File: src/hw/rtl/fpnr_pkg.sv
// fpnr_pkg: shared constants and helpers for the newton reciprocal divide unit
// no dependencies; imported by every module of the block
package fpnr_pkg;

  localparam logic [31:0] MAGIC_GUESS = 32'h7EF311C3;
  localparam logic [31:0] SIGN_BIT    = 32'h80000000;
  localparam logic [31:0] MAG_MASK    = 32'h7FFFFFFF;
  localparam logic [31:0] CANON_NAN   = 32'h7FC00000;
  localparam logic [31:0] FP_TWO      = 32'h40000000;
  localparam logic [7:0]  EXP_ALL     = 8'hFF;

  // pipeline depths of the arithmetic units
  localparam int MUL_LAT    = 3;
  localparam int ADD_LAT    = 3;
  localparam int NEWTON_LAT = 2 * MUL_LAT + ADD_LAT;
  // side delay line covers the input register, three newton steps and the final multiply
  localparam int SIDE_LAT   = 1 + 3 * NEWTON_LAT + MUL_LAT;

  // leading zero count of a 48-bit word, 48 when all zero
  function automatic logic [5:0] clz48(input logic [47:0] v);
    logic [5:0] n;
    n = 6'd48;
    for (int i = 0; i < 48; i++) begin
      if (v[i]) n = 6'(47 - i);
    end
    return n;
  endfunction

endpackage

File: src/hw/rtl/fpnr_mul.sv
// fpnr_mul: three stage ieee single multiplier, round to nearest even, subnormals kept
// depends on fpnr_pkg
module fpnr_mul import fpnr_pkg::*; (
  input  logic        clk,
  input  logic        rst,
  input  logic        en,
  input  logic        in_valid,
  input  logic [31:0] a,
  input  logic [31:0] b,
  output logic        out_valid,
  output logic [31:0] y
);

  logic [7:0]  ea, eb;
  logic [23:0] ma, mb;
  logic        a_nan, b_nan, a_inf, b_inf, a_zero, b_zero;

  // stage 1 registers
  logic               s1_valid;
  logic               s1_sign, s1_nan, s1_inf, s1_zero;
  logic [47:0]        s1_prod;
  logic signed [10:0] s1_exp;
  // stage 2 registers
  logic               s2_valid;
  logic               s2_sign, s2_nan, s2_inf, s2_zero;
  logic [47:0]        s2_norm;
  logic signed [10:0] s2_exp;
  // stage 3 registers
  logic               s3_valid;
  logic [31:0]        s3_y;

  logic [5:0]         lz;
  logic signed [10:0] rsh_full;
  logic [5:0]         rsh;
  logic               normal, ovf, g, st, up;
  logic [111:0]       wide;
  logic [7:0]         efield;
  logic [30:0]        rounded;
  logic [31:0]        y_next;

  // unpack operands
  always_comb begin
    ea     = a[30:23];
    eb     = b[30:23];
    ma     = {ea != 8'd0, a[22:0]};
    mb     = {eb != 8'd0, b[22:0]};
    a_nan  = (ea == EXP_ALL) && (a[22:0] != 23'd0);
    b_nan  = (eb == EXP_ALL) && (b[22:0] != 23'd0);
    a_inf  = (ea == EXP_ALL) && (a[22:0] == 23'd0);
    b_inf  = (eb == EXP_ALL) && (b[22:0] == 23'd0);
    a_zero = (a[30:0] == 31'd0);
    b_zero = (b[30:0] == 31'd0);
  end

  // stage 1: significand product and biased exponent
  always_ff @(posedge clk) begin
    if (rst) begin
      s1_valid <= 1'b0;
    end else if (en) begin
      s1_valid <= in_valid;
    end
    if (en) begin
      s1_sign <= a[31] ^ b[31];
      s1_nan  <= a_nan | b_nan | (a_inf & b_zero) | (b_inf & a_zero);
      s1_inf  <= a_inf | b_inf;
      s1_zero <= a_zero | b_zero;
      s1_prod <= ma * mb;
      s1_exp  <= 11'(signed'({3'b000, (ea == 8'd0) ? 8'd1 : ea}))
               + 11'(signed'({3'b000, (eb == 8'd0) ? 8'd1 : eb})) - 11'sd126;
    end
  end

  // stage 2: normalize so the leading one sits at the top
  assign lz = clz48(s1_prod);

  always_ff @(posedge clk) begin
    if (rst) begin
      s2_valid <= 1'b0;
    end else if (en) begin
      s2_valid <= s1_valid;
    end
    if (en) begin
      s2_sign <= s1_sign;
      s2_nan  <= s1_nan;
      s2_inf  <= s1_inf;
      s2_zero <= s1_zero;
      s2_norm <= s1_prod << lz;
      s2_exp  <= s1_exp - 11'(signed'({5'b00000, lz}));
    end
  end

  // stage 3: subnormal shift, rounding and packing
  always_comb begin
    normal   = s2_exp > 11'sd0;
    ovf      = s2_exp > 11'sd254;
    rsh_full = 11'sd1 - s2_exp;
    if (normal) begin
      rsh = 6'd0;
    end else if (rsh_full > 11'sd63) begin
      rsh = 6'd63;
    end else begin
      rsh = rsh_full[5:0];
    end
    wide    = {s2_norm, 64'd0} >> rsh;
    g       = wide[87];
    st      = |wide[86:0];
    up      = g & (st | wide[88]);
    efield  = normal ? s2_exp[7:0] : 8'd0;
    rounded = {efield, wide[110:88]} + {30'd0, up};
    if (s2_nan) begin
      y_next = CANON_NAN;
    end else if (s2_inf || (ovf && !s2_zero)) begin
      y_next = {s2_sign, EXP_ALL, 23'd0};
    end else if (s2_zero) begin
      y_next = {s2_sign, 31'd0};
    end else begin
      y_next = {s2_sign, rounded};
    end
  end

  always_ff @(posedge clk) begin
    if (rst) begin
      s3_valid <= 1'b0;
    end else if (en) begin
      s3_valid <= s2_valid;
    end
    if (en) begin
      s3_y <= y_next;
    end
  end

  assign out_valid = s3_valid;
  assign y         = s3_y;

endmodule

File: config.mk
export PLATFORM = sky130hd
export DESIGN_NAME = fpnr_mul
export DESIGN_NICKNAME = d
export VERILOG_FILES = /design/src/hw/rtl/fpnr_pkg.sv /design/src/hw/rtl/fpnr_mul.sv
export SDC_FILE = /design/constraint.sdc
export NUM_CORES = 2
export LEC_CHECK = 0
export BUFFER_PORTS_ARGS = -buffer_cell sky130_fd_sc_hd__buf_2
export CORE_UTILIZATION = 43
export CTS_CLUSTER_DIAMETER = 200
export DETAILED_ROUTE_END_ITERATION = 8
export PLACE_DENSITY = 0.7
export SLEW_MARGIN = 25
export SYNTH_ARGS = -nofsm -noshare
export SYNTH_HDL_FRONTEND = slang
export SYNTH_SLANG_ARGS = --single-unit
File: constraint.sdc
create_clock -name clk -period 20.1 [get_ports clk]
set_clock_uncertainty 0.1 [all_clocks]
set_input_delay 0 -clock clk [delete_from_list [all_inputs] [get_ports clk]]
set_output_delay 0 -clock clk [all_outputs]
set_load 0.1 [all_outputs]
==> summary.md <==
| Metric | Value |
|---|---|
| Most frequent cell after synthesis | `nand2_1` |
| Placed cell count | `4356` |
| 1st-iter DRT viols | `between 1.5k and 2k` |
| Vias after detailed routing | `around 25k` |
| Total track usage | `0.228` |
| Reg2reg start | `s2_exp[1]` |
| Total iterations of the first detailed-routing run | `8` |
| EDFF count, synth | `157` |
| First-pass GRT wire length | `134000 µm` |
| Vias in the first global route | `25.2k` |
| Largest net degree at the start of global routing | `94` |
| Max-Slew Margin vs Limit | `0.353` |
| Final Hold Violating Endpoints | `0` |
| Most area-consuming cells after synthesis | `fa_1 31%, edfxtp_1 15%, ha_1 8.0%` |
| R2R depth | `17` |
| Routed Antenna Nets | `0` |
| RSZ-0062 raised after global routing | `no` |
| WL per Instance | `around 19 µm` |
| Fin area | `~33000 µm²` |
| Post-layout util | `0.458` |
| Gate Count Post-Synth | `3489` |
| CTS root buffer | `clkbuf_16` |
| Worst r2r dst | `y[28]` |
| Final period demand of the worst path | `between 8000 and 9000 ps` |
| Max cap viols | `0` |
| Initial Util | `0.434` |
| Setup Viol. Count Final | `0` |
| CP arrival | `roughly 8400 ps` |
| Clk sinks | `160` |
| Setup CP Type | `in2reg` |
| Part of the Yosys area used for sequential elements | `0.154` |
| Maximum clock frequency | `120 MHz` |
| Synth top area share | `0.313` |
| Clock Path Buffers | `2` |
| DP HPWL | `about 62000 µm` |
| Slowest stage delay, CP | `approximately 630 ps` |
| Crit Path Max Fanout | `24` |
| Cell Area, Synth | `roughly 31000 µm²` |
| Post-synth cell types | `94` |
| # rows | `between 90 and 100` |
| Antenna Cells | `0` |
| Gr ovfl total | `0` |
| Outcome | `finished, final reports clean` |
| Placed Area | `32000 µm²` |
| Crit. Startpoint | `a[23]` |
| Synth area leader | `fa_1` |
| Startpoint types | `primary input` |
| Post-Layout Cell Count | `approximately 4.4k` |
| CTS clock-pin slew for the worst setup and hold paths | `around 70 ps` |
| FF+latch count, synth | `160` |
| Clock latency on the worst-skew pair | `430 ps` |
| R2R Setup Slk | `~14000 ps` |
| DIE AREA | `about 73000 µm²` |
| Syn Area/Cell | `8.88 µm²` |
| DRC Markers | `0` |
| CTS tree | `done` |
| Hold Path Class | `in2reg` |
| Syn. warnings | `0` |
| Syn Nets | `4240` |
| WL final | `slightly above 80000 µm` |
| Antenna violations before repair | `1` |
| Port Buffer Count | `100` |
| CP Capture Type | `register` |
| Layout cells sized above 1 | `0.0589` |
| Asr flop ratio synth | `0` |
| Number of vias per cell | `approximately 5.6` |
| Critical path capture point | `s1_prod[44]` |
| Chip width | `between 200 and 300 µm` |
| Post-route clock period utilization | `0.413` |
| Cts repair resizes | `0` |
| Area Growth Syn to Fin | `5.40%` |
| Nets@finish | `around 4.2k` |
| Cell mode on critical path | `fa_1` |
| Core Region | `71400 µm²` |
| Routability cong. | `0.934` |
| H-tree lvl count | `4` |
| Setup_tns | `0 ps` |
| Data required time at the worst endpoint | `approximately 20000 ps` |
| Main synth FF type | `edfxtp_1` |
| # IOs | `about 100` |
| Critical Path Slowest Stage Cell | `a2111oi_0` |
| Die extent in y | `around 270 µm` |
| Commonest cells in the netlist | `578 x nand2_1, 542 x inv_1, 484 x fa_1` |
| Worst slew pin tran | `967 ps` |
| Slew Limit Fails | `0` |
| Num CTS Buffers | `17` |
what timing repair did:
| item | in CTS | in global routing |
|---|---|---|
| hold buffers | 9 | 0 |
| buffers inserted | 0 | 0 |
| setup endpoints to repair | 0 | 0 |
| endpoints found under the hold margin | 6 | 0 |
flip-flops by register name, summed over array words and instances (netlist names), 10 cells and up:
signal	count
s1_prod	48
s2_norm	48
y	32
s2_exp	11
s1_exp	10
routing by layer:
metal | vias to the layer above | global-route usage | wire [µm] | share of wire
li1 | 11200 | - | - | -
met3 | 183 | 0.0288 | 6300 | 0.076
met5 | - | 0 | 0 | 0
met4 | 0 | 0.0737 | 2570 | 0.031
met2 | 1124 | 0.386 | 40100 | 0.48
met1 | 12100 | 0.303 | 33900 | 0.41
area by class of cell:
class,instances,area [µm²]
clock buffers,19,433
fillers,6846,38700
clock inverters,13,88.8
multi-input cells,2585,23400
well taps,950,1190
inverters,543,2040
repair buffers,127,732
flip-flops and latches,160,4770
worst max-delay path, delay by kind of cell:
family	cells	cell delay (ps)
AO/OA/AOI/OAI	9	2390
adder cells (fa/ha/maj)	8	3880
XOR/XNOR	1	80
buffers and inverters	5	1020
AND/OR/NAND/NOR	6	990
through the flow:
| step | hold WS [ps] | setup WS, ps |
|---|---|---|
| after global routing | 61.4 | 11250 |
| final | 9.28 | 11800 |
| after detailed placement | 105 | 11910 |
| after CTS | 15.0 | 11870 |
| after floorplan | -27.6 | 12720 |
| after global placement | 95.7 | 12060 |
cells in the final DEF, fill, tap and decap left out, types with 9 or more instances in the layout:
| cell type | n |
|---|---|
| a211oi_1 | 15 |
| a21o_1 | 27 |
| a21oi_1 | 112 |
| a2bb2oi_1 | 11 |
| a31oi_1 | 12 |
| and2_1 | 204 |
| and3_1 | 9 |
| buf_2 | 99 |
| buf_4 | 18 |
| clkbuf_16 | 17 |
| dlygate4sd3_1 | 9 |
| edfxtp_1 | 157 |
| fa_1 | 484 |
| ha_1 | 199 |
| inv_1 | 542 |
| mux2i_1 | 153 |
| nand2_1 | 577 |
| nand2b_1 | 17 |
| nand3_1 | 56 |
| nand4_1 | 19 |
| nor2_1 | 164 |
| nor2b_1 | 11 |
| nor3_1 | 57 |
| nor4_1 | 37 |
| o211ai_1 | 32 |
| o21ai_0 | 81 |
| o21bai_1 | 15 |
| o221ai_1 | 13 |
| o22ai_1 | 17 |
| or3_1 | 12 |
| xnor2_1 | 55 |
| xor2_1 | 25 |
cell families after synthesis:
logic type / synth area share
simple gates: 0.183
xor+xnor: 0.0226
buf+inv: 0.0922
fa+ha+maj: 0.393
flops: 0.154
mux: 0.0539
compound gates: 0.102
how the worst min path moves through the flow:
| stage | startpoint | to | slack (ps) | cells past startpoint |
|---|---|---|---|---|
| 2_1_floorplan | rst | out_valid | -30 | 1 |
| 3_3_place_gp | rst | out_valid | 100 | 2 |
| 3_5_place_dp | rst | s2_valid | 100 | 2 |
| 4_1_cts | a[30] | s1_exp[8] | 20 | 4 |
| 5_1_grt | en | y[7] | 60 | 1 |
| 6_report | en | y[7] | 9 | 1 |
Power is left out: the tool's default activity adds up to more than one toggle a clock period on the data nets, which glitch-free logic cannot reach.
