`config.mk`:
```
export PLATFORM = sky130hd
export DESIGN_NAME = fpnr_newton
export DESIGN_NICKNAME = d
export VERILOG_FILES = /design/src/hw/rtl/fpnr_pkg.sv /design/src/hw/rtl/fpnr_mul.sv /design/src/hw/rtl/fpnr_add.sv /design/src/hw/rtl/fpnr_newton.sv
export SDC_FILE = /design/constraint.sdc
export NUM_CORES = 2
export LEC_CHECK = 0
export ABC_AREA = 0
export BUFFER_PORTS_ARGS = -buffer_cell sky130_fd_sc_hd__buf_2
export CAP_MARGIN = 10
export CELL_PAD_IN_SITES_DETAIL_PLACEMENT = 0
export CELL_PAD_IN_SITES_GLOBAL_PLACEMENT = 2
export CORE_MARGIN = 2
export CORE_UTILIZATION = 44
export DETAILED_ROUTE_END_ITERATION = 10
export HOLD_SLACK_MARGIN = 0.03
export PLACE_DENSITY_LB_ADDON = 0.08
export SLEW_MARGIN = 40
export SYNTH_ARGS = -nofsm -noshare
export SYNTH_HDL_FRONTEND = slang
export SYNTH_SLANG_ARGS = --single-unit
```
`constraint.sdc`:
```
create_clock -name clk -period 8.9 [get_ports clk]
set_input_delay 0.89 -clock clk [delete_from_list [all_inputs] [get_ports clk]]
set_output_delay 0.89 -clock clk [all_outputs]
set_load 0.01 [all_outputs]
```
`src/hw/rtl/fpnr_pkg.sv`:
```
// fpnr_pkg: shared constants and helpers for the newton reciprocal divide unit
// no dependencies; imported by every module of the block
package fpnr_pkg;

  localparam logic [31:0] MAGIC_GUESS = 32'h7EF311C3;
  localparam logic [31:0] SIGN_BIT    = 32'h80000000;
  localparam logic [31:0] MAG_MASK    = 32'h7FFFFFFF;
  localparam logic [31:0] CANON_NAN   = 32'h7FC00000;
  localparam logic [31:0] FP_TWO      = 32'h40000000;
  localparam logic [7:0]  EXP_ALL     = 8'hFF;

  // pipeline depths of the arithmetic units
  localparam int MUL_LAT    = 3;
  localparam int ADD_LAT    = 3;
  localparam int NEWTON_LAT = 2 * MUL_LAT + ADD_LAT;
  // side delay line covers the input register, three newton steps and the final multiply
  localparam int SIDE_LAT   = 1 + 3 * NEWTON_LAT + MUL_LAT;

  // leading zero count of a 48-bit word, 48 when all zero
  function automatic logic [5:0] clz48(input logic [47:0] v);
    logic [5:0] n;
    n = 6'd48;
    for (int i = 0; i < 48; i++) begin
      if (v[i]) n = 6'(47 - i);
    end
    return n;
  endfunction

endpackage

```
`src/hw/rtl/fpnr_mul.sv`:
```
// fpnr_mul: three stage ieee single multiplier, round to nearest even, subnormals kept
// depends on fpnr_pkg
module fpnr_mul import fpnr_pkg::*; (
  input  logic        clk,
  input  logic        rst,
  input  logic        en,
  input  logic        in_valid,
  input  logic [31:0] a,
  input  logic [31:0] b,
  output logic        out_valid,
  output logic [31:0] y
);

  logic [7:0]  ea, eb;
  logic [23:0] ma, mb;
  logic        a_nan, b_nan, a_inf, b_inf, a_zero, b_zero;

  // stage 1 registers
  logic               s1_valid;
  logic               s1_sign, s1_nan, s1_inf, s1_zero;
  logic [47:0]        s1_prod;
  logic signed [10:0] s1_exp;
  // stage 2 registers
  logic               s2_valid;
  logic               s2_sign, s2_nan, s2_inf, s2_zero;
  logic [47:0]        s2_norm;
  logic signed [10:0] s2_exp;
  // stage 3 registers
  logic               s3_valid;
  logic [31:0]        s3_y;

  logic [5:0]         lz;
  logic signed [10:0] rsh_full;
  logic [5:0]         rsh;
  logic               normal, ovf, g, st, up;
  logic [111:0]       wide;
  logic [7:0]         efield;
  logic [30:0]        rounded;
  logic [31:0]        y_next;

  // unpack operands
  always_comb begin
    ea     = a[30:23];
    eb     = b[30:23];
    ma     = {ea != 8'd0, a[22:0]};
    mb     = {eb != 8'd0, b[22:0]};
    a_nan  = (ea == EXP_ALL) && (a[22:0] != 23'd0);
    b_nan  = (eb == EXP_ALL) && (b[22:0] != 23'd0);
    a_inf  = (ea == EXP_ALL) && (a[22:0] == 23'd0);
    b_inf  = (eb == EXP_ALL) && (b[22:0] == 23'd0);
    a_zero = (a[30:0] == 31'd0);
    b_zero = (b[30:0] == 31'd0);
  end

  // stage 1: significand product and biased exponent
  always_ff @(posedge clk) begin
    if (rst) begin
      s1_valid <= 1'b0;
    end else if (en) begin
      s1_valid <= in_valid;
    end
    if (en) begin
      s1_sign <= a[31] ^ b[31];
      s1_nan  <= a_nan | b_nan | (a_inf & b_zero) | (b_inf & a_zero);
      s1_inf  <= a_inf | b_inf;
      s1_zero <= a_zero | b_zero;
      s1_prod <= ma * mb;
      s1_exp  <= 11'(signed'({3'b000, (ea == 8'd0) ? 8'd1 : ea}))
               + 11'(signed'({3'b000, (eb == 8'd0) ? 8'd1 : eb})) - 11'sd126;
    end
  end

  // stage 2: normalize so the leading one sits at the top
  assign lz = clz48(s1_prod);

  always_ff @(posedge clk) begin
    if (rst) begin
      s2_valid <= 1'b0;
    end else if (en) begin
      s2_valid <= s1_valid;
    end
    if (en) begin
      s2_sign <= s1_sign;
      s2_nan  <= s1_nan;
      s2_inf  <= s1_inf;
      s2_zero <= s1_zero;
      s2_norm <= s1_prod << lz;
      s2_exp  <= s1_exp - 11'(signed'({5'b00000, lz}));
    end
  end

  // stage 3: subnormal shift, rounding and packing
  always_comb begin
    normal   = s2_exp > 11'sd0;
    ovf      = s2_exp > 11'sd254;
    rsh_full = 11'sd1 - s2_exp;
    if (normal) begin
      rsh = 6'd0;
    end else if (rsh_full > 11'sd63) begin
      rsh = 6'd63;
    end else begin
      rsh = rsh_full[5:0];
    end
    wide    = {s2_norm, 64'd0} >> rsh;
    g       = wide[87];
    st      = |wide[86:0];
    up      = g & (st | wide[88]);
    efield  = normal ? s2_exp[7:0] : 8'd0;
    rounded = {efield, wide[110:88]} + {30'd0, up};
    if (s2_nan) begin
      y_next = CANON_NAN;
    end else if (s2_inf || (ovf && !s2_zero)) begin
      y_next = {s2_sign, EXP_ALL, 23'd0};
    end else if (s2_zero) begin
      y_next = {s2_sign, 31'd0};
    end else begin
      y_next = {s2_sign, rounded};
    end
  end

  always_ff @(posedge clk) begin
    if (rst) begin
      s3_valid <= 1'b0;
    end else if (en) begin
      s3_valid <= s2_valid;
    end
    if (en) begin
      s3_y <= y_next;
    end
  end

  assign out_valid = s3_valid;
  assign y         = s3_y;

endmodule

```
`src/hw/rtl/fpnr_add.sv`:
```
// fpnr_add: three stage ieee single adder, round to nearest even, subnormals kept
// depends on fpnr_pkg
module fpnr_add import fpnr_pkg::*; (
  input  logic        clk,
  input  logic        rst,
  input  logic        en,
  input  logic        in_valid,
  input  logic [31:0] a,
  input  logic [31:0] b,
  output logic        out_valid,
  output logic [31:0] y
);

  logic [31:0] big, sml;
  logic [7:0]  e_big, e_sml, diff;
  logic [4:0]  dc;
  logic [52:0] sml_w;
  logic [26:0] sml_x;
  logic        a_nan, b_nan, a_inf, b_inf;

  // stage 1 registers
  logic        s1_valid, s1_sign, s1_sub, s1_nan, s1_inf, s1_inf_sign;
  logic [26:0] s1_big, s1_sml;
  logic [8:0]  s1_exp;
  // stage 2 registers
  logic        s2_valid, s2_sign, s2_nan, s2_inf, s2_zero;
  logic [26:0] s2_n;
  logic [8:0]  s2_exp;
  // stage 3 registers
  logic        s3_valid;
  logic [31:0] s3_y;

  logic [27:0] sum;
  logic [5:0]  lz, lsh;
  logic [8:0]  limit;
  logic [26:0] n_next;
  logic [8:0]  exp_next;
  logic [7:0]  efield;
  logic        up;
  logic [30:0] rounded;
  logic [31:0] y_next;

  // stage 1: order by magnitude and align the smaller operand
  always_comb begin
    a_nan = (a[30:23] == EXP_ALL) && (a[22:0] != 23'd0);
    b_nan = (b[30:23] == EXP_ALL) && (b[22:0] != 23'd0);
    a_inf = (a[30:23] == EXP_ALL) && (a[22:0] == 23'd0);
    b_inf = (b[30:23] == EXP_ALL) && (b[22:0] == 23'd0);
    if (b[30:0] > a[30:0]) begin
      big = b;
      sml = a;
    end else begin
      big = a;
      sml = b;
    end
    e_big = (big[30:23] == 8'd0) ? 8'd1 : big[30:23];
    e_sml = (sml[30:23] == 8'd0) ? 8'd1 : sml[30:23];
    diff  = e_big - e_sml;
    dc    = (diff > 8'd31) ? 5'd31 : diff[4:0];
    sml_w = {(sml[30:23] != 8'd0), sml[22:0], 29'd0} >> dc;
    sml_x = {sml_w[52:27], sml_w[26] | (|sml_w[25:0])};
  end

  always_ff @(posedge clk) begin
    if (rst) begin
      s1_valid <= 1'b0;
    end else if (en) begin
      s1_valid <= in_valid;
    end
    if (en) begin
      s1_sign     <= big[31];
      s1_sub      <= a[31] ^ b[31];
      s1_nan      <= a_nan | b_nan | (a_inf & b_inf & (a[31] != b[31]));
      s1_inf      <= a_inf | b_inf;
      s1_inf_sign <= a_inf ? a[31] : b[31];
      s1_big      <= {(big[30:23] != 8'd0), big[22:0], 3'b000};
      s1_sml      <= sml_x;
      s1_exp      <= {1'b0, e_big};
    end
  end

  // stage 2: add or subtract, then normalize without going below the minimum exponent
  always_comb begin
    sum   = s1_sub ? ({1'b0, s1_big} - {1'b0, s1_sml}) : ({1'b0, s1_big} + {1'b0, s1_sml});
    lz    = clz48({sum[26:0], 21'd0});
    limit = s1_exp - 9'd1;
    lsh   = ({3'b000, lz} > limit) ? limit[5:0] : lz;
    if (sum[27]) begin
      n_next   = {sum[27:2], sum[1] | sum[0]};
      exp_next = s1_exp + 9'd1;
    end else begin
      n_next   = sum[26:0] << lsh;
      exp_next = s1_exp - {3'b000, lsh};
    end
  end

  always_ff @(posedge clk) begin
    if (rst) begin
      s2_valid <= 1'b0;
    end else if (en) begin
      s2_valid <= s1_valid;
    end
    if (en) begin
      s2_nan  <= s1_nan;
      s2_inf  <= s1_inf;
      s2_zero <= (sum == 28'd0);
      // exact cancellation gives plus zero, matching zeros keep their sign
      if (s1_inf) begin
        s2_sign <= s1_inf_sign;
      end else if (sum == 28'd0) begin
        s2_sign <= s1_sub ? 1'b0 : s1_sign;
      end else begin
        s2_sign <= s1_sign;
      end
      s2_n   <= n_next;
      s2_exp <= exp_next;
    end
  end

  // stage 3: round and pack
  always_comb begin
    efield  = s2_n[26] ? s2_exp[7:0] : 8'd0;
    up      = s2_n[2] & (s2_n[1] | s2_n[0] | s2_n[3]);
    rounded = {efield, s2_n[25:3]} + {30'd0, up};
    if (s2_nan) begin
      y_next = CANON_NAN;
    end else if (s2_inf || (s2_exp > 9'd254)) begin
      y_next = {s2_sign, EXP_ALL, 23'd0};
    end else if (s2_zero) begin
      y_next = {s2_sign, 31'd0};
    end else begin
      y_next = {s2_sign, rounded};
    end
  end

  always_ff @(posedge clk) begin
    if (rst) begin
      s3_valid <= 1'b0;
    end else if (en) begin
      s3_valid <= s2_valid;
    end
    if (en) begin
      s3_y <= y_next;
    end
  end

  assign out_valid = s3_valid;
  assign y         = s3_y;

endmodule

```
`src/hw/rtl/fpnr_newton.sv`:
```
// fpnr_newton: one refinement step r' = r * (2 - m * r) as a nine stage pipeline
// depends on fpnr_pkg, fpnr_mul, fpnr_add
module fpnr_newton import fpnr_pkg::*; (
  input  logic        clk,
  input  logic        rst,
  input  logic        en,
  input  logic        in_valid,
  input  logic [31:0] r,
  input  logic [31:0] m,
  output logic        out_valid,
  output logic [31:0] r_out,
  output logic [31:0] m_out
);

  localparam int R_DLY = MUL_LAT + ADD_LAT;

  logic        p_valid, d_valid;
  logic [31:0] p, d;
  logic [31:0] r_dly [R_DLY];
  logic [31:0] m_dly [NEWTON_LAT];

  // product m * r
  fpnr_mul u_mul_mr (
    .clk       (clk),
    .rst       (rst),
    .en        (en),
    .in_valid  (in_valid),
    .a         (m),
    .b         (r),
    .out_valid (p_valid),
    .y         (p)
  );

  // 2 - m * r
  fpnr_add u_sub (
    .clk       (clk),
    .rst       (rst),
    .en        (en),
    .in_valid  (p_valid),
    .a         (FP_TWO),
    .b         (p ^ SIGN_BIT),
    .out_valid (d_valid),
    .y         (d)
  );

  // r times the correction
  fpnr_mul u_mul_rd (
    .clk       (clk),
    .rst       (rst),
    .en        (en),
    .in_valid  (d_valid),
    .a         (r_dly[R_DLY-1]),
    .b         (d),
    .out_valid (out_valid),
    .y         (r_out)
  );

  // operand delay lines aligned with the arithmetic stages
  always_ff @(posedge clk) begin
    if (en) begin
      r_dly[0] <= r;
      for (int i = 1; i < R_DLY; i++) begin
        r_dly[i] <= r_dly[i-1];
      end
      m_dly[0] <= m;
      for (int i = 1; i < NEWTON_LAT; i++) begin
        m_dly[i] <= m_dly[i-1];
      end
    end
  end

  assign m_out = m_dly[NEWTON_LAT-1];

endmodule

```
==> metrics <==
Crit. End Element register; share of layout cells above drive strength 1 8.66%; final count of hold timing violations 0; status complete, no violations; fraction of synthesized cell area in xor and xnor cells 2.36%; antenna violations before repair 14; Final Non-Filler Cells 11600; CTS tree built; Post-DRT Antenna Nets 0; clk slew on worst S/H paths 0.07 ns; Initial Util 44.1%; max cap viols 0; Ys Warns 0; crit start category register; # nets final 10300; Final GP Congestion 0.894; mean number of vias per cell 5.60; Slew Limit Headroom 42.2%; Area growth, synth to finish 9.17%; vias 64800; top cell type by total area after synthesis edfxtp_1; CTS root buf clkbuf_16; fmax 118 MHz; CTS Hold Bufs 0; Finish-stage setup viols 0; Avg Cell Area, Syn 10.1 um^2; Critical Path Fanout Max 16; Placed Cells 11400; dpl ws 0.0254 ns; Inserted Clock Buffers 109; die span in y 454 um; total grt overflow 0; largest net degree at the start of global routing 164; setup TNS 0 ns; WL final 263 mm; GR Util All Layers 25.7%; Syn Inst Count 8812; largest family of logic cells by synthesized area adder cells; Synth Register Bits 940; Synth Area in Adders 28.3%; Buffers on Ports 132; global-route wire length before repair 409 mm; clock sink count 940; DRT iter0 DRCs 4909; vias in the first global route 66600; Worst Path Class, Setup register to register; post-synthesis async set-or-reset flop share 0%; Slew @ Worst Pin 0.868 ns; worst endpoint required time 9.43 ns; sequential share of the synthesized area 31.6%; crit path DAT 9.00 ns; num rows 165; multiplexer share of the synthesized area 5.40%; Post-Synth Simple-Gate Area 15.2%; Synth area leaders edfxtp_1 31%, fa_1 22%, ha_1 6.5%; post-synth top area share 31.4%; hpwl dp 203 mm; mapped cell area 88900 um^2; DR pass1 iterations 9; skew final 0.0763 ns; Tcrit/Tclk final 95.2%; Final WS setup 0.427 ns; Synth cell types 111; Main synth FF type edfxtp_1; EDFF count, synth 931; I/O pin count 133; hold crit path type primary input to register; DRC 0; Compound-Gate Fraction of Synth Area 9.80%; Die Width 454 um; maximum buffer depth of the clock tree 3; Avg WL per Cell 22.7 um; RSZ-0062 raised after global routing false; Slew Viols, Final 0; DIE AREA 206000 um^2; H-tree levels 3; post-layout min period 8.47 ns; Core Region 201000 um^2; Skew-Pair Late Insertion Delay 0.78 ns
==> metrics by stage <==
stage               area, um^2  hold slack, ns  utilization, %
CTS                      96900           0.224            48.1
global placement         92900           0.400            46.1
global route             97100           0.263            48.2
floorplan                88900           0.400               -
finish                   97100           0.302            48.2
detailed placement       93100           0.405            46.2
==> layout by cell type (no fill, tap or decap), types with 33 or more instances in the layout <==
cell and instances:
nand2b_1 51, a21oi_1 271, mux2i_1 332, mux4_2 34, nor2_1 501, o21a_1 52, a211oi_1 47, or2_2 33
nor3_1 148, ha_1 460, xor2_1 94, nor4_1 82, and3_1 41, nand2_1 1127, inv_1 1154, o31ai_1 51
mux2_2 59, a21o_1 70, edfxtp_1 931, nand3_1 148, a31oi_1 45, and2_1 461, o21ai_0 203, fa_1 971
nand4_1 58, clkbuf_16 109, xnor2_1 145, buf_4 220, nor2b_1 50, buf_2 131, o211ai_1 58, o22ai_1 80
==> area by class of cell <==
type	count	area [um^2]
antenna	6	15.0
clock buffer	125	2810
clock inverter	81	990
fill	19000	104000
inverter	1161	4360
multi-input combinational	6220	54600
sequential	940	28100
tap	2672	3340
timing repair buffer	377	2830
==> sequential cells by signal, indices dropped and copies added (netlist names), 8 cells and up <==
signal and flops:
m_dly 288, r_dly 192, u_mul_mr.s1_exp 11, u_mul_mr.s1_prod 48
u_mul_mr.s2_exp 11, u_mul_mr.s2_norm 48, u_mul_mr.y 32, u_mul_rd.s1_exp 11
u_mul_rd.s1_prod 48, u_mul_rd.s2_exp 11, u_mul_rd.s2_norm 48, u_mul_rd.y 32
u_sub.s1_big 24, u_sub.s1_exp 8, u_sub.s1_sml 27, u_sub.s2_exp 9
u_sub.s2_n 27, u_sub.y 32
==> routing by layer <==
layer / track usage [%] / wire [um] / vias up
met5: 0 / 27 / -
met4: 7.51 / 7790 / 4
met3: 2.77 / 12100 / 364
met2: 42.7 / 126000 / 1637
met1: 35.6 / 117000 / 32900
li1: - / - / 29900
==> critical path: stages (launching register included) <==
cell and delay (ns):
edfxtp_1 0.59, buf_4 0.29, and2_1 0.19, fa_1 0.52, fa_1 0.53, fa_1 0.42
inv_1 0.08, fa_1 0.41, fa_1 0.54, inv_1 0.05, fa_1 0.49, fa_1 0.45
ha_1 0.35, and3_1 0.25, a221o_1 0.39, a21oi_1 0.22, o22a_1 0.20, o311a_1 0.27
o31ai_1 0.17, o41a_1 0.37, o41ai_1 0.43, nor2b_1 0.10, o21a_1 0.20, o21a_1 0.19
nor3_1 0.19, o21bai_1 0.11, a21oi_1 0.18, xnor2_1 0.08
==> cells by family (layout without fill, tap and decap cells) <==
logic type	Yosys count	in the layout
compound gates	1275	1275
xor+xnor	240	240
fa+ha+maj	1432	1432
buf+inv	1653	1744
flops	940	940
mux	429	429
other cells	1	8
simple gates	2842	2842
==> worst paths after layout <==
path	end	depth (start not counted)	startpoint	slack, ns
hold / removal	m_dly[0][31]	1	m[31]	0.30
setup / recovery	u_mul_rd.s1_prod[46]	27	u_sub.y[0]	0.43
setup reg to reg	u_mul_rd.s1_prod[46]	27	u_sub.y[0]	0.43
hold reg to reg	r_dly[2][5]	0	r_dly[1][5]	0.37
==> Yosys cell counts, types with 206 or more instances <==
master and count:
clkbuf_1 392, inv_1 1155, o21ai_0 206, and2_1 461
fa_1 971, mux2i_1 333, nand2_1 1127, edfxtp_1 931
nor2_1 511, ha_1 460, a21oi_1 275
==> what timing repair did <==
action                     CTS  global route
setup buffers                0            12
setup endpoints to repair    0             2
resized for setup            0             1
Power is not shown: default switching activity piles up to over one toggle a cycle in this logic, so the estimate is an artifact.
